<file path="config.mk">
export PLATFORM = sky130hd
export DESIGN_NAME = tlvps_out
export DESIGN_NICKNAME = d
export VERILOG_FILES = /design/src/rtl/tlv_parameter_store_top_macros.svh /design/src/rtl/tlvps_pkg.sv /design/src/rtl/tlvps_out.sv
export SDC_FILE = /design/constraint.sdc
export NUM_CORES = 1
export LEC_CHECK = 0
export BUFFER_PORTS_ARGS = -buffer_cell sky130_fd_sc_hd__buf_2
export CORE_MARGIN = 1.5
export CORE_UTILIZATION = 35
export CTS_CLUSTER_DIAMETER = 50
export CTS_CLUSTER_SIZE = 20
export DETAILED_ROUTE_END_ITERATION = 6
export GPL_TIMING_DRIVEN = 0
export PLACE_DENSITY_LB_ADDON = 0.2
export SYNTH_ARGS = -nofsm -noshare
export SYNTH_HDL_FRONTEND = slang
export SYNTH_SLANG_ARGS = --single-unit
</file>
<file path="constraint.sdc">
create_clock -name clock -period 0.8 [get_ports clock]
set_input_delay 0.04 -clock clock [delete_from_list [all_inputs] [get_ports clock]]
set_output_delay 0.04 -clock clock [all_outputs]
set_load 0.05 [all_outputs]
</file>
<file path="src/rtl/tlv_parameter_store_top_macros.svh">
// Assertion macros used by the tlv parameter store RTL.
`ifndef TLV_PARAMETER_STORE_TOP_MACROS_SVH
`define TLV_PARAMETER_STORE_TOP_MACROS_SVH

`ifndef SYNTH
`define TLVPS_ASSERT_IMPL(label, clk, rst, ante, cons) \
   label: assert property (@(posedge clk) disable iff (rst) (ante) |-> (cons)) \
      else $error("tlvps: same-cycle check failed");
`define TLVPS_ASSERT_NEXT(label, clk, rst, ante, cons) \
   label: assert property (@(posedge clk) disable iff (rst) (ante) |=> (cons)) \
      else $error("tlvps: next-cycle check failed");
`else
`define TLVPS_ASSERT_IMPL(label, clk, rst, ante, cons)
`define TLVPS_ASSERT_NEXT(label, clk, rst, ante, cons)
`endif

`endif

</file>
<file path="src/rtl/tlvps_pkg.sv">
`default_nettype none

package tlvps_pkg;

   localparam int MEM_BYTES_DEF = 1024;
   localparam int MAX_TRANSFER = 32;
   localparam logic [7:0] ERASED_TAG = 8'hFF;

   typedef enum logic [1:0] {
      CMD_READ  = 2'd0,
      CMD_WRITE = 2'd1,
      CMD_ERASE = 2'd2,
      CMD_NONE  = 2'd3
   } cmd_type;

   typedef struct packed {
      cmd_type    cmd;
      logic [7:0] tag;
      logic [7:0] param_len;
      logic [7:0] offset;
      logic [5:0] count;
      logic [4:0] byte_index;
      logic [7:0] data;
   } req_type;

   typedef struct packed {
      logic [7:0] data_res;
      logic [5:0] length;
      logic       last;
   } rsp_type;

   typedef struct packed {
      logic wr_en;
      logic rd_en;
   } mem_ctl_type;

endpackage

`default_nettype wire

</file>
<file path="src/rtl/tlvps_out.sv">
`default_nettype none

module tlvps_out (
   input  logic              clock,
   input  logic              reset,
   input  logic              load,
   input  tlvps_pkg::rsp_type next_word,
   output logic              slot_free,
   output logic              rsp_valid,
   input  logic              rsp_stall,
   output tlvps_pkg::rsp_type rsp_word
);

   logic               valid_ff;
   logic               valid_in;
   tlvps_pkg::rsp_type word_ff;

   assign slot_free = !valid_ff || !rsp_stall;
   assign valid_in  = load || (valid_ff && rsp_stall);

   always_ff @(posedge clock) begin
      if (reset) begin
         valid_ff <= 1'b0;
      end else begin
         valid_ff <= valid_in;
      end
   end

   always_ff @(posedge clock) begin
      if (load) begin
         word_ff <= next_word;
      end
   end

   assign rsp_valid = valid_ff;
   assign rsp_word  = word_ff;

endmodule

`default_nettype wire

</file>
After elaboration in Yosys (flattened, before gate mapping)
Cells that the tools add are included.

storage, ports and cells
  output and inout bits = 17
  register bits after elaboration = 16
  memories = 0
  RAM bits = 0
  bits in latches = 0
  bits in read-only memories = 0
  word-level logic and storage cells = 9

cells by class
  multiply operators = 0
  bitwise logic cells = 0
  equal/unequal tests = 0
  shifts and indexed selects = 0
  muxes and demuxes = 0
  add/sub/neg operators = 0
  divide/modulo/power cells = 0
  reductions and logical operators = 5
  order comparisons = 0

operators by type and width
  operator           number
  logical NOT 1 bit  2
  logical OR 1 bit   2
  logical AND 1 bit  1

Longest topological paths before layout
  word-level depth = 2
  gate-level depth with buffers = 2
  mapped depth without buffers = 2

Least setup slack after synthesis
OpenSTA, ideal clock, no wires.

  path kind = register to output
  start point = register valid_ff, in the netlist rsp_valid
  end point = output port slot_free
  setup slack = -0.290 ns
  data arrival time = 1.050 ns
  cell stages (with the launch flop) = 2
  cells stage by stage = dfxtp_1 > nand2_1

on the way
  word-level cells in the longest chain between the ends = 2

RTL lines
  what                      line             RTL
  start: declaration        tlvps_out.sv:14  logic valid_ff;
  start signal: assignment  tlvps_out.sv:25  valid_ff <= valid_in;
  logical NOT 1 bit         tlvps_out.sv:18  assign slot_free = !valid_ff || !rsp_stall;
  logical OR 1 bit          tlvps_out.sv:18
  end: declaration          tlvps_out.sv:8   output logic slot_free,

Every way passes these cells.

Worst setup path in the final report
  start point = register word_ff (netlist bit rsp_word[13])
  end point = output port rsp_word[13] in the netlist's numbering

RTL lines
  what                      line             RTL
  start: declaration        tlvps_out.sv:16  tlvps_pkg::rsp_type word_ff;
  start signal: assignment  tlvps_out.sv:31  word_ff <= next_word;
  end: declaration          tlvps_out.sv:11  output tlvps_pkg::rsp_type rsp_word

No word-level cell between the ends.

==> qor.csv <==
metric,value,unit
critPathSlowestCell,edfxtp_1,
ys_ff_latch,16,
routed_via_density,4.10,
synth_nets,38,
drive_above_1_share,0.541,
critPathArrivalTime,0.86,ns
yosysTopAreaCell,edfxtp_1,
status,finished with violations,
path_class,reg2out,
worst_pin_slew,0.340,ns
syn-cell-area,483,sq um
rows,13,
die_height,40.1,um
antenna_cells,0,
hold_viol,0,
ys_seq_area_frac,0.974,
ir_drop,1290,uV
coreArea,1300,sq um
max_freq,1110,MHz
fillers,84,
ys.flop_type,edfxtp_1,
startpoint_type,flip-flop,
critical_path.max_fanout,1,
vias,365,
grt_pass1_vias,339,
drtIter0Drc,3,
die_area,1610,sq um
clock_path_buffers,2,
ys_top_cells_by_count,"15 x edfxtp_1, 1 x a21oi_1, 1 x dfxtp_1, 1 x nand2_1, 1 x nor2_1",
finClkSkew,0,ns
hold_class,in2reg,
fin_ws,-0.103,ns
finalPower,0.00193,W
clk_pin_slew,0.09,ns
violations,negative setup slack,
end_kind,output pin,
worst-path-buf-inv,1,
root_buffer,clkbuf_4,
grt_usage,0.141,
antenna_found_initial,0,
grt_max_degree,17,
synth_most_common_cell,edfxtp_1,
start_util,0.371,
synth_edf_count,15,
finalNetCount,94,
routed_wl,1020,um
power.leakage,0.418,nW
gp_congestion,0.579,
synth_area_leaders,"edfxtp_1 93%, dfxtp_1 4.1%, a21oi_1 1.0%, nand2_1 0.78%, nor2_1 0.78%",
insertion_delay,0.27,ns
drc,0,
cp_cell_sequence,buf_6,
cts_tree,built,
drt-wirelength-per-cell,11.5,um
max_slew_margin,0.773,
die_w,40.1,um
place_area,681,sq um
critPathMaxStageDelay,0.42,ns
async_reset_ff_frac,0,
fin_crit_sh,1.13,
postSynthCellCount,19,
htreeDepth,1,
drtPass1Iterations,2,
path_delay_family,flip-flops,
postLayoutCellArea,977,sq um
portBuffers,35,
min_period,0.903,ns
yosysTopAreaCellShare,0.933,
slew_viol_final,0,
rsz0062_at_grt,yes,
io_pins,36,
cp.required,0.76,ns
cts_buffers,3,
maxCapViolCount,0,
overflow,0,
power_density,1980,nW/um^2
yosys_warnings,0,
yosysUniqueCellTypes,5,
clock_sinks,16,
area_growth,102,%
syn_area_per_cell,25.4,sq um
antenna_left,0,
finalSetupViolations,17,
grt_pass1_wl,1400,um
[registers in the layout, indices dropped and copies added, names as in the netlist]
name and flops:
rsp_word 15, rsp_valid 1
[per-stage QoR]
| stage | utilization | TNS [ns] | setup slack [ns] | std cells | hold slack (ns) |
|---|---|---|---|---|---|
| 2_1_floorplan | - | 0 | 0.0331 | 19 | 0.105 |
| 3_3_place_gp | 0.523 | 0 | 0.115 | 69 | 0.190 |
| 3_5_place_dp | 0.523 | 0 | 0.112 | 69 | 0.193 |
| 4_1_cts | 0.748 | -1.27 | -0.116 | 89 | 0.0313 |
| 5_1_grt | 0.751 | -1.79 | -0.134 | 89 | 0.0557 |
| 6_report | 0.751 | -1.15 | -0.103 | 89 | 0.0443 |
[placed cells by master, fill, tap and decap left out]
cell type      instances
a21oi_1                1
buf_2                 18
buf_6                 16
buf_8                  1
clkbuf_4               3
clkinv_1               1
dfxtp_2                1
dlygate4sd3_1         16
edfxtp_1              15
nand2_2                1
nor2_1                 1
[worst min-delay path, stage by stage]
cell and delay (ns):
buf_2 0.10, a21oi_1 0.07, nor2_1 0.08
[what timing repair did]
action	CTS	global route
endpoints found under the hold margin	16	0
gates resized for setup	34	1
setup endpoints to repair	17	17
buffers inserted	0	0
hold buffers	16	0
[routing by layer]
layer	up-vias	global-route usage	routed length, um
met1	163	0.134	336
met5	-	0	0
met3	0	0.0333	38
met4	0	0.0517	0
li1	184	-	-
met2	18	0.282	645
[cells by family after synthesis]
logic type | Yosys count | synth area share
and+or+nand+nor | 2 | 0.0155
AOI/OAI and AO/OA | 1 | 0.0104
DFF | 16 | 0.974
[final cells by class]
cell class	count	area [sq um]	area share
Multi-Input combinational cell	3	15.0	0.0154
Timing Repair Buffer	51	445	0.456
Sequential cell	16	472	0.483
Tap cell	15	18.8	0.0192
Clock buffer	3	22.5	0.0230
Clock inverter	1	3.75	0.00384
[where the power goes]
part / leakage (nW) / internal [W] / total (W) / switching, W
clock network: 0.0154 / 0.000180 / 0.000409 / 0.000229
registers: 0.155 / 0.000988 / 0.00102 / 0.0000313
logic: 0.247 / 0.000207 / 0.000502 / 0.000295
[path summary, 6_finish.rpt]
kind	start	to	slack [ns]	depth (start not counted)
max	rsp_word[13]	rsp_word[13]	-0.10	1
min	rsp_stall	rsp_valid	0.04	3
max reg2reg	rsp_valid	rsp_valid	0.13	2
min reg2reg	rsp_valid	rsp_valid	0.56	2
(Power assumes the default switching activity.)
