<file path="src/rtl/tlv_parameter_store_top_macros.svh">
// Assertion macros used by the tlv parameter store RTL.
`ifndef TLV_PARAMETER_STORE_TOP_MACROS_SVH
`define TLV_PARAMETER_STORE_TOP_MACROS_SVH

`ifndef SYNTH
`define TLVPS_ASSERT_IMPL(label, clk, rst, ante, cons) \
   label: assert property (@(posedge clk) disable iff (rst) (ante) |-> (cons)) \
      else $error("tlvps: same-cycle check failed");
`define TLVPS_ASSERT_NEXT(label, clk, rst, ante, cons) \
   label: assert property (@(posedge clk) disable iff (rst) (ante) |=> (cons)) \
      else $error("tlvps: next-cycle check failed");
`else
`define TLVPS_ASSERT_IMPL(label, clk, rst, ante, cons)
`define TLVPS_ASSERT_NEXT(label, clk, rst, ante, cons)
`endif

`endif

</file>
<file path="src/rtl/tlvps_pkg.sv">
`default_nettype none

package tlvps_pkg;

   localparam int MEM_BYTES_DEF = 1024;
   localparam int MAX_TRANSFER = 32;
   localparam logic [7:0] ERASED_TAG = 8'hFF;

   typedef enum logic [1:0] {
      CMD_READ  = 2'd0,
      CMD_WRITE = 2'd1,
      CMD_ERASE = 2'd2,
      CMD_NONE  = 2'd3
   } cmd_type;

   typedef struct packed {
      cmd_type    cmd;
      logic [7:0] tag;
      logic [7:0] param_len;
      logic [7:0] offset;
      logic [5:0] count;
      logic [4:0] byte_index;
      logic [7:0] data;
   } req_type;

   typedef struct packed {
      logic [7:0] data_res;
      logic [5:0] length;
      logic       last;
   } rsp_type;

   typedef struct packed {
      logic wr_en;
      logic rd_en;
   } mem_ctl_type;

endpackage

`default_nettype wire

</file>
<file path="src/rtl/tlvps_ctrl.sv">
`default_nettype none
`include "tlv_parameter_store_top_macros.svh"

module tlvps_ctrl #(
   parameter int MEM_BYTES = tlvps_pkg::MEM_BYTES_DEF,
   localparam int AW = $clog2(MEM_BYTES)
) (
   input  logic                   clock,
   input  logic                   reset,
   input  logic                   req_valid,
   output logic                   req_stall,
   input  tlvps_pkg::req_type     req_word,
   output logic                   rsp_load,
   output tlvps_pkg::rsp_type     rsp_next,
   input  logic                   rsp_slot_free,
   output tlvps_pkg::mem_ctl_type mem_ctl,
   output logic [AW-1:0]          mem_addr,
   output logic [7:0]             mem_wdata,
   input  logic [7:0]             mem_rdata
);

   import tlvps_pkg::*;

   localparam int PW = $clog2(MEM_BYTES + 512);
   localparam logic [PW-1:0] MEM_END = PW'(MEM_BYTES);
   localparam logic [AW-1:0] LAST_ADDR = AW'(MEM_BYTES - 1);
   localparam logic [5:0] MAX_CNT = 6'(MAX_TRANSFER);

   typedef enum logic [11:0] {
      S_CLEAR    = 12'b0000_0000_0001,
      S_IDLE     = 12'b0000_0000_0010,
      S_WALK_T   = 12'b0000_0000_0100,
      S_WALK_L   = 12'b0000_0000_1000,
      S_WALK_E   = 12'b0000_0001_0000,
      S_DECIDE   = 12'b0000_0010_0000,
      S_MK_TAG   = 12'b0000_0100_0000,
      S_MK_LEN   = 12'b0000_1000_0000,
      S_WBYTE    = 12'b0001_0000_0000,
      S_RD_ISSUE = 12'b0010_0000_0000,
      S_RD_PUSH  = 12'b0100_0000_0000,
      S_PUSH1    = 12'b1000_0000_0000
   } state_type;

   function automatic logic [5:0] grant(input logic [7:0] len, input logic [7:0] off,
                                        input logic [5:0] cnt);
      logic [8:0] reach;
      reach = {1'b0, off} + {3'b000, cnt};
      if (off > len) begin
         return 6'd0;
      end else if (reach > {1'b0, len}) begin
         return 6'(len - off);
      end
      return cnt;
   endfunction

   state_type     state_ff, state_in;
   req_type       item_ff, item_in;
   logic [PW-1:0] at_ff, at_in;
   logic [7:0]    tag_seen_ff, tag_seen_in;
   logic          found_ff, found_in;
   logic          erased_ff, erased_in;
   logic [7:0]    len_ff, len_in;
   logic [5:0]    nbytes_ff, nbytes_in;
   logic [5:0]    idx_ff, idx_in;
   logic [AW-1:0] rd_addr_ff, rd_addr_in;
   logic [AW-1:0] clr_ff, clr_in;
   logic          erase_ff, erase_in;
   logic [AW-1:0] base_ff, base_in;
   logic [5:0]    gl_ff, gl_in;
   logic [5:0]    pend_len_ff, pend_len_in;
   logic          pend_last_ff, pend_last_in;

   logic [5:0]    cnt_sat;
   logic [PW-1:0] hdr_end;
   logic [7:0]    clip_len;
   logic [PW-1:0] wr_addr;
   logic [5:0]    found_grant;
   logic [5:0]    made_grant;

   logic          in_walk;
   logic          rd_final;
   logic          clr_done;
   logic          erase_ack;

   assign cnt_sat     = (item_ff.count > MAX_CNT) ? MAX_CNT : item_ff.count;
   assign hdr_end     = at_ff + PW'(2) + PW'(mem_rdata);
   // a record running past the end keeps only the bytes that remain
   assign clip_len    = (hdr_end > MEM_END) ? 8'(MEM_END - at_ff - PW'(2)) : mem_rdata;
   assign wr_addr     = PW'(base_ff) + PW'(2) + PW'(item_ff.offset) + PW'(item_ff.byte_index);
   assign found_grant = grant(len_ff, item_ff.offset, cnt_sat);
   assign made_grant  = grant(item_ff.param_len, item_ff.offset, cnt_sat);

   assign req_stall = (state_ff != S_IDLE);

   always_comb begin
      state_in     = state_ff;
      item_in      = item_ff;
      at_in        = at_ff;
      tag_seen_in  = tag_seen_ff;
      found_in     = found_ff;
      erased_in    = erased_ff;
      len_in       = len_ff;
      nbytes_in    = nbytes_ff;
      idx_in       = idx_ff;
      rd_addr_in   = rd_addr_ff;
      clr_in       = clr_ff;
      erase_in     = erase_ff;
      base_in      = base_ff;
      gl_in        = gl_ff;
      pend_len_in  = pend_len_ff;
      pend_last_in = pend_last_ff;
      mem_ctl      = '0;
      mem_addr     = '0;
      mem_wdata    = ERASED_TAG;
      rsp_load     = 1'b0;
      rsp_next     = '0;

      case (state_ff)
         S_CLEAR: begin
            mem_ctl.wr_en = 1'b1;
            mem_addr      = clr_ff;
            mem_wdata     = ERASED_TAG;
            clr_in        = clr_ff + AW'(1);
            if (clr_ff == LAST_ADDR) begin
               clr_in = '0;
               if (erase_ff) begin
                  erase_in     = 1'b0;
                  pend_len_in  = '0;
                  pend_last_in = 1'b1;
                  state_in     = S_PUSH1;
               end else begin
                  state_in = S_IDLE;
               end
            end
         end

         S_IDLE: begin
            if (req_valid) begin
               item_in   = req_word;
               at_in     = '0;
               found_in  = 1'b0;
               erased_in = 1'b0;
               case (req_word.cmd)
                  CMD_READ: begin
                     if (req_word.tag == ERASED_TAG) begin
                        pend_len_in  = '0;
                        pend_last_in = 1'b1;
                        state_in     = S_PUSH1;
                     end else begin
                        state_in = S_WALK_T;
                     end
                  end
                  CMD_WRITE: begin
                     if (req_word.byte_index != '0) begin
                        state_in = S_WBYTE;
                     end else if (req_word.tag == ERASED_TAG) begin
                        base_in  = '0;
                        gl_in    = '0;
                        state_in = S_WBYTE;
                     end else begin
                        state_in = S_WALK_T;
                     end
                  end
                  CMD_ERASE: begin
                     base_in  = '0;
                     gl_in    = '0;
                     clr_in   = '0;
                     erase_in = 1'b1;
                     state_in = S_CLEAR;
                  end
                  default: begin
                     state_in = S_IDLE;
                  end
               endcase
            end
         end

         S_WALK_T: begin
            if ((at_ff + PW'(1)) >= MEM_END) begin
               state_in = S_DECIDE;
            end else begin
               mem_ctl.rd_en = 1'b1;
               mem_addr      = at_ff[AW-1:0];
               state_in      = S_WALK_L;
            end
         end

         S_WALK_L: begin
            tag_seen_in   = mem_rdata;
            mem_ctl.rd_en = 1'b1;
            mem_addr      = AW'(at_ff + PW'(1));
            state_in      = S_WALK_E;
         end

         S_WALK_E: begin
            if (tag_seen_ff == item_ff.tag) begin
               found_in = 1'b1;
               len_in   = clip_len;
               state_in = S_DECIDE;
            end else if (tag_seen_ff == ERASED_TAG) begin
               erased_in = 1'b1;
               len_in    = clip_len;
               state_in  = S_DECIDE;
            end else begin
               at_in    = hdr_end;
               state_in = S_WALK_T;
            end
         end

         S_DECIDE: begin
            if (item_ff.cmd == CMD_READ) begin
               if (!found_ff || found_grant == '0) begin
                  pend_len_in  = '0;
                  pend_last_in = 1'b1;
                  state_in     = S_PUSH1;
               end else begin
                  nbytes_in  = found_grant;
                  idx_in     = '0;
                  rd_addr_in = AW'(at_ff + PW'(2) + PW'(item_ff.offset));
                  state_in   = S_RD_ISSUE;
               end
            end else begin
               state_in = S_WBYTE;
               if (found_ff) begin
                  base_in = at_ff[AW-1:0];
                  gl_in   = found_grant;
               end else if (erased_ff) begin
                  base_in = at_ff[AW-1:0];
                  gl_in   = '0;
                  // new record only when the whole value is written at once and fits in the free space
                  if (item_ff.param_len == {2'b00, cnt_sat} && len_ff > item_ff.param_len) begin
                     gl_in    = made_grant;
                     state_in = S_MK_TAG;
                  end
               end else begin
                  base_in = '0;
                  gl_in   = '0;
               end
            end
         end

         S_MK_TAG: begin
            mem_ctl.wr_en = 1'b1;
            mem_addr      = base_ff;
            mem_wdata     = item_ff.tag;
            state_in      = S_MK_LEN;
         end

         S_MK_LEN: begin
            mem_ctl.wr_en = 1'b1;
            mem_addr      = base_ff + AW'(1);
            mem_wdata     = item_ff.param_len;
            state_in      = S_WBYTE;
         end

         S_WBYTE: begin
            if ({1'b0, item_ff.byte_index} < gl_ff && wr_addr < MEM_END) begin
               mem_ctl.wr_en = 1'b1;
               mem_addr      = wr_addr[AW-1:0];
               mem_wdata     = item_ff.data;
            end
            pend_len_in  = gl_ff;
            pend_last_in = ({1'b0, item_ff.byte_index} + 6'd1) >= cnt_sat;
            state_in     = S_PUSH1;
         end

         S_RD_ISSUE: begin
            mem_ctl.rd_en = 1'b1;
            mem_addr      = rd_addr_ff;
            state_in      = S_RD_PUSH;
         end

         S_RD_PUSH: begin
            if (rsp_slot_free) begin
               rsp_load          = 1'b1;
               rsp_next.data_res = mem_rdata;
               rsp_next.length   = nbytes_ff;
               rsp_next.last     = (idx_ff + 6'd1) == nbytes_ff;
               idx_in            = idx_ff + 6'd1;
               rd_addr_in        = rd_addr_ff + AW'(1);
               state_in          = ((idx_ff + 6'd1) == nbytes_ff) ? S_IDLE : S_RD_ISSUE;
            end
         end

         S_PUSH1: begin
            if (rsp_slot_free) begin
               rsp_load        = 1'b1;
               rsp_next.length = pend_len_ff;
               rsp_next.last   = pend_last_ff;
               state_in        = S_IDLE;
            end
         end

         default: begin
            state_in = S_IDLE;
         end
      endcase
   end

   always_ff @(posedge clock) begin
      if (reset) begin
         state_ff <= S_CLEAR;
         clr_ff   <= '0;
         erase_ff <= 1'b0;
         base_ff  <= '0;
         gl_ff    <= '0;
      end else begin
         state_ff <= state_in;
         clr_ff   <= clr_in;
         erase_ff <= erase_in;
         base_ff  <= base_in;
         gl_ff    <= gl_in;
      end
   end

   always_ff @(posedge clock) begin
      item_ff      <= item_in;
      at_ff        <= at_in;
      tag_seen_ff  <= tag_seen_in;
      found_ff     <= found_in;
      erased_ff    <= erased_in;
      len_ff       <= len_in;
      nbytes_ff    <= nbytes_in;
      idx_ff       <= idx_in;
      rd_addr_ff   <= rd_addr_in;
      pend_len_ff  <= pend_len_in;
      pend_last_ff <= pend_last_in;
   end

   assign in_walk   = (state_ff == S_WALK_T) || (state_ff == S_WALK_L) ||
                      (state_ff == S_WALK_E) || (state_ff == S_DECIDE);
   assign rd_final  = (state_ff == S_RD_PUSH) && rsp_load && rsp_next.last;
   assign clr_done  = (state_ff == S_CLEAR) && (clr_ff == LAST_ADDR) && erase_ff;
   assign erase_ack = (state_ff == S_PUSH1) && pend_last_ff && (pend_len_ff == 6'd0);

   `TLVPS_ASSERT_IMPL(a_load_needs_slot, clock, reset, rsp_load, rsp_slot_free)
   `TLVPS_ASSERT_IMPL(a_walk_no_write, clock, reset, in_walk, !mem_ctl.wr_en)
   `TLVPS_ASSERT_IMPL(a_read_in_range, clock, reset, state_ff == S_RD_ISSUE, idx_ff < nbytes_ff)
   `TLVPS_ASSERT_NEXT(a_read_ends_idle, clock, reset, rd_final, state_ff == S_IDLE)
   `TLVPS_ASSERT_NEXT(a_erase_reply, clock, reset, clr_done, erase_ack)

endmodule

`default_nettype wire

</file>
<file path="config.mk">
export PLATFORM = sky130hd
export DESIGN_NAME = tlvps_ctrl
export DESIGN_NICKNAME = d
export VERILOG_FILES = /design/src/rtl/tlvps_pkg.sv /design/src/rtl/tlvps_ctrl.sv
export VERILOG_INCLUDE_DIRS = /design/src /design/src/rtl
export SDC_FILE = /design/constraint.sdc
export NUM_CORES = 1
export LEC_CHECK = 0
export BUFFER_PORTS_ARGS = -buffer_cell sky130_fd_sc_hd__buf_2
export CAP_MARGIN = 20
export CELL_PAD_IN_SITES_DETAIL_PLACEMENT = 1
export CELL_PAD_IN_SITES_GLOBAL_PLACEMENT = 1
export CORE_UTILIZATION = 48
export CTS_CLUSTER_DIAMETER = 200
export DETAILED_ROUTE_END_ITERATION = 8
export PLACE_DENSITY = 0.81
export SYNTH_ARGS = -nofsm -noshare
export SYNTH_HDL_FRONTEND = slang
export SYNTH_SLANG_ARGS = --single-unit
</file>
<file path="constraint.sdc">
create_clock -name clock -period 5.5 [get_ports clock]
set_clock_uncertainty 0.15 [all_clocks]
set_input_delay 0.825 -clock clock [delete_from_list [all_inputs] [get_ports clock]]
set_output_delay 0.825 -clock clock [all_outputs]
set_load 0.01 [all_outputs]
</file>
== Word-level counts from Yosys, hierarchy flattened ==
Index checks and enable logic that the tools add are counted.
Operators by class
  add/subtract/negate cells: 17
  $lt $le $gt $ge: 11
  equality and inequality tests: 40
  muxes and demuxes: 106
  bitwise operators: 1
  reductions and logical operators: 29
Operator list (count)
  6-bit 2-to-1 mux: 26
  10-bit 2-to-1 mux: 15
  12-bit case mux with 12 select lines: 1
  12-bit 2-to-1 mux: 8
  10-bit case mux with 2 select lines: 4
  10-bit case mux with 7 select lines: 1
  9-bit 2-to-1 mux: 5
  8-bit 2-to-1 mux: 5
  12-bit case mux with 3 select lines: 1
  6-bit case mux with 2 select lines: 3
  11-bit 2-to-1 mux: 3
  10-bit by 1-bit adder with 10-bit output, second input constant: 3
  2-bit != test, second input constant: 13
  8-bit greater-than comparator: 3
  6-bit case mux with 4 select lines: 1
  8-bit case mux with 3 select lines: 1
  11-bit by 8-bit adder with 11-bit output: 2
  1-bit 2-to-1 mux: 22
  11-bit case mux with 2 select lines: 1
  4-bit AND reduction: 5
  9-bit by 8-bit greater-than comparator with 1-bit output: 2
  8-bit == test, second input constant: 2
  15-bit 2-to-1 mux: 1
  7-bit case mux with 2 select lines: 1
  other kinds (57): 75
Storage, ports and cells
  register bits: 142
  output and inout bits: 37
  word-level logic and storage cells: 226

== Logic depth before layout (Yosys ltp) ==
  depth after elaboration: 12
  mapped depth: 22

== Least setup slack after synthesis ==
No wires, ideal clock.
  path type: register to register
  start point: register item_ff[18] in the netlist's numbering
  end point: register idx_ff[0] (enable)
  library setup time: 0.372 ns
  arrival time: 4.040 ns
  data required time: 4.978 ns
  slack: 0.938 ns
  stages on the path, launching flop included: 22
  cells stage by stage: edfxtp_1 -> buf_2 -> inv_1 -> nand2_1 -> inv_1 -> ha_1 -> inv_1 -> fa_1 -> and3b_1 -> a2111oi_2 -> o21bai_1 -> a21oi_1 -> xnor2_1 -> ha_1 -> a2111oi_0 -> o21ai_0 -> a21oi_1 -> o21ai_0 -> buf_2 -> a31oi_1 -> nand2_1 -> nand2_1
Between the ends
  longest elaborated chain between the ends: 11
RTL lines
  from (decl): line tlvps_ctrl.sv:57  | req_type item_ff, item_in;
  from (signal assigned): line tlvps_ctrl.sv:317  | item_ff <= item_in;
  6-bit greater-than comparator: line tlvps_ctrl.sv:85  | assign cnt_sat = (item_ff.count > MAX_CNT) ? MAX_CNT : item_ff.count;
  6-bit 2-to-1 mux *: line tlvps_ctrl.sv:85
  8-bit by 6-bit adder with 9-bit output: line tlvps_ctrl.sv:47  | reach = {1'b0, off} + {3'b000, cnt};
  9-bit by 8-bit greater-than comparator with 1-bit output: line tlvps_ctrl.sv:50  | end else if (reach > {1'b0, len}) begin
  1-bit 2-to-1 mux: line tlvps_ctrl.sv:50
  1-bit 2-to-1 mux: line tlvps_ctrl.sv:48  | if (off > len) begin
  6-bit 2-to-1 mux *: line tlvps_ctrl.sv:53  | return cnt;
  6-bit logical NOT *: line tlvps_ctrl.sv:212  | if (!found_ff || found_grant == '0) begin
  1-bit logical OR *: line tlvps_ctrl.sv:212
  2-bit != test (no line) *
  4-bit AND reduction (no line) *
  to (signal assigned): line tlvps_ctrl.sv:324  | idx_ff <= idx_in;
  to (decl): line tlvps_ctrl.sv:64  | logic [5:0] idx_ff, idx_in;
Every way passes the cells marked *; elsewhere a longest branch is shown, timed or not.
A chain may end at the register's enable or synchronous reset.

== Final worst setup path ==
  start point: register item_ff[20] in the netlist's numbering
  end point: output port mem_addr[6]
Between the ends
  longest elaborated chain between the ends: 6
RTL lines
  11-bit by 8-bit adder with 11-bit output *: line tlvps_ctrl.sv:89  | assign wr_addr = PW'(base_ff) + PW'(2) + PW'(item_ff.offset) + PW'(item_ff.byte_index);
  11-bit by 5-bit adder with 11-bit output *: line tlvps_ctrl.sv:89
  11-bit < comparator: line tlvps_ctrl.sv:257  | if ({1'b0, item_ff.byte_index} < gl_ff && wr_addr < MEM_END) begin
  1-bit logical AND: line tlvps_ctrl.sv:257
  10-bit 2-to-1 mux *: line tlvps_ctrl.sv:257
  10-bit case mux with 7 select lines *: line tlvps_ctrl.sv:118  | case (state_ff)
  to (decl): line tlvps_ctrl.sv:17  | output logic [AW-1:0] mem_addr,
Marks and branches as above.

==> metrics.cfg <==
[clock_network]
holdBufCountCts = 0
cts.clk_slew.worst_paths_ns = 0.07
cts_root_buffer = clkbuf_16
cts_inserted_buffers = 17
cts_buffer_depth = 2
cts_sinks = 142
tritoncts = built
clk_latency_ns = 0.44
htree_levels = 4
cts_resized = 0
cts_setup_buffers = 0

[grt]
grt-busiest-layer = met2
grtUsageMet1 = 0.416
grt_util_all_layers = 0.333
antenna_found_initial = 1
first_global_vias = 9677
grt_remaining_overflow = 0
grt_use_met3 = 0.0413
grt_max_degree = 46
grt_pass1_wl_um = 55100
grtUsageMet2 = 0.568

[timing]
fin_ws_ns = 0.296
final_hold_viol_count = 0
period_needed_ns = 5.20
slew_viol_final = 0
rsz0062_at_grt = false
post-route-period-util = 0.946
fmax_ghz = 0.192
setup_viol = 0
tns_ns = 0
relSlewSlack = 0.182
worst_pin_slew_ns = 1.23

[synthesis]
ys_seq_area_frac = 0.374
yosysTopAreaCell = edfxtp_1
ys_warn_count = 0
syn_area_mm2 = 0.0104
synth.distinct_cells = 80
async_flop_share = 0
synthCells = 1075
synth.avg_cell_area_um2 = 9.64
synth-main-ff-cell = edfxtp_1
synth_top_area_frac = 0.298
syn_nets = 1248
ys_top_cells_by_area = edfxtp_1, ha_1, dfxtp_1
yosys_register_bits = 142
synth-edff-count = 103

[cells_and_area]
final_common_cell = ha_1
fin_util = 0.555
antenna_cells = 0
postLayoutCellArea_mm2 = 0.0117
nNetsFinal = 1342
syn2layout_area_growth_pct = 13.0
layout_common_cells = ha_1, edfxtp_1, nor2_1
final_layout_size_suffix_gt1_frac = 0.142

[critical_path]
reg2regPathDepth = 18
timing.rr.start = item_ff[18]
crit_path_end_kind = output port
reg2reg_slack_ns = 0.33
critPathMaxStageDelay_ns = 0.51
required_ns = 4.53
cp.arrival_ns = 4.23
crit_buf_inv = 3
crit_family = compound AO/OA/AOI/OAI gates
reg2reg_to = rd_addr_ff[9]
cp_slowest_cell = edfxtp_1
cp_common_cell = o21ai_0
critical_path_class = flop to output port
crit_fanout = 10
path_cells = inv_1 > ha_1 > inv_1 > fa_1 > a21o_1 > a21o_1 > a21oi_1 > o21ai_0 > o21ai_0 > o211ai_2 > or2_2 > o21ai_0 > buf_2
startpoint_type = flop

[power]
p_switching_w = 0.000703
p_per_area_mw_per_mm2 = 217
seq_power_share = 0.463
intPower_w = 0.00184
swShare = 0.276
ir_drop_mv = 0.211
p_total_w = 0.00255
p_comb_frac = 0.097
power_frac_clock = 0.440
p_leak_nw = 4.85

[placement]
post-place-ws_ns = 0.283
gp_congestion = 0.935
port_buffers = 93
dpl_cell_area_mm2 = 0.0111
hpwl_um = 27900

[floorplanning]
fp-row-count = 53
die_area_mm2 = 0.0222
die_h_um = 149
fp.dieW_um = 149
coreArea_mm2 = 0.0211
top_level_ports = 94
start_util = 0.492

[routing]
wl_per_cell_um = 24.4
drtIter0Drc = 720
route.detailed.drc = 0
via_per_inst = 6.33
routed_wirelength_um = 35600
ant_nets = 0
via_count = 9224
dr.pass1.iters = 5

[outcome]
status = finished, final reports clean

[min_path]
holdPathStages = 2
worstHoldStart = gl_ff[1]
hold_path_end = gl_ff[1]
hold_class = flop to flop

[flow_run]
drv_cap = 0

-- layer usage --
| layer | vias to the layer above | part of all wire |
|---|---|---|
| li1 | 4148 | - |
| met1 | 4608 | 0.42 |
| met2 | 380 | 0.49 |
| met3 | 88 | 0.057 |
| met4 | 0 | 0.038 |
| met5 | - | 0 |
-- flip-flops by register name (all words and copies together), names as in the netlist, 6 cells and up --
signal and cells:
rd_addr_ff 10, at_ff 11, item_ff 45, len_ff 8
nbytes_ff 6, state_ff 12, base_ff 10, pend_len_ff 6
idx_ff 6, clr_ff 10, gl_ff 6, tag_seen_ff 8
-- cell type report --
class | count | area, um2
fillers | 2446 | 9370
multi-input cells | 841 | 6160
flip-flops and latches | 142 | 3870
repair buffers | 104 | 548
clock buffers | 17 | 425
well taps | 275 | 344
inverters | 63 | 236
clock inverters | 15 | 125
-- per-stage QoR --
step / hold slack [ns] / std cells
final: 0.331 / 1457
after global placement: 0.303 / 1425
after floorplan: 0.291 / 1075
after detailed placement: 0.315 / 1425
after global routing: 0.370 / 1457
after CTS: 0.331 / 1457
-- power groups by stage --
stage               sequential (W)  combinational [W]  clock (W)
floorplan                  0.00119           0.000155          0
global placement           0.00120           0.000229          0
detailed placement         0.00120           0.000240          0
CTS                        0.00118           0.000245    0.00112
global route               0.00118           0.000269    0.00117
finish                     0.00118           0.000248    0.00112
-- Yosys cell counts, types with 6 or more instances --
master and count:
xor2_1 45, nand4_1 21, edfxtp_1 103, o2111ai_1 6
nor3_1 15, o21a_1 9, a21oi_1 60, inv_1 62
dfxtp_1 39, nor2_1 99, buf_2 8, xnor2_1 47
clkbuf_1 16, and2_1 18, a2bb2oi_1 6, or2_2 6
nand2_1 71, ha_1 106, nand2b_1 9, a221oi_1 6
and3_1 15, a22oi_1 22, mux2_2 6, nor4_1 11
nand3_1 43, nor2b_1 24, a21o_1 23, mux2i_1 12
a22o_1 6, fa_1 10, and4b_1 6, o21ai_0 49
-- worst max-delay path by stage --
stage / startpoint / endpoint / slack, ns / cells past startpoint
2_1_floorplan: item_ff[18] / idx_ff[0] / 0.94 / 21
3_3_place_gp: item_ff[20] / rd_addr_ff[9] / 0.60 / 16
3_5_place_dp: item_ff[13] / rd_addr_ff[9] / 0.28 / 19
4_1_cts: item_ff[13] / rd_addr_ff[5] / 0.23 / 19
5_1_grt: item_ff[18] / pend_len_ff[5] / 0.03 / 17
6_report: item_ff[20] / mem_addr[6] / 0.30 / 13
-- worst reg2reg max path: stages, from the launching register on --
cell and delay, ns:
edfxtp_1 0.39, buf_4 0.19, nor2b_1 0.28, inv_1 0.14, fa_1 0.47, and3b_1 0.29, a2111oi_4 0.08, o21bai_1 0.16
a21oi_1 0.10, xnor2_1 0.25, ha_1 0.33, a2111oi_0 0.47, o21ai_0 0.15, a21oi_1 0.13, o21ai_0 0.24, a31oi_2 0.32
nand2_1 0.15, nand2_1 0.28, buf_4 0.28
-- kinds of logic after synthesis --
group | count (synthesis) | share of synthesized area
AND/OR/NAND/NOR | 367 | 0.184
buffers and inverters | 92 | 0.0351
multiplexers | 18 | 0.0181
AO/OA/AOI/OAI | 247 | 0.162
adder cells (fa/ha/maj) | 116 | 0.147
flip-flops | 142 | 0.374
XOR/XNOR | 93 | 0.0793
No activity file was read; power rests on OpenSTA's default activity.
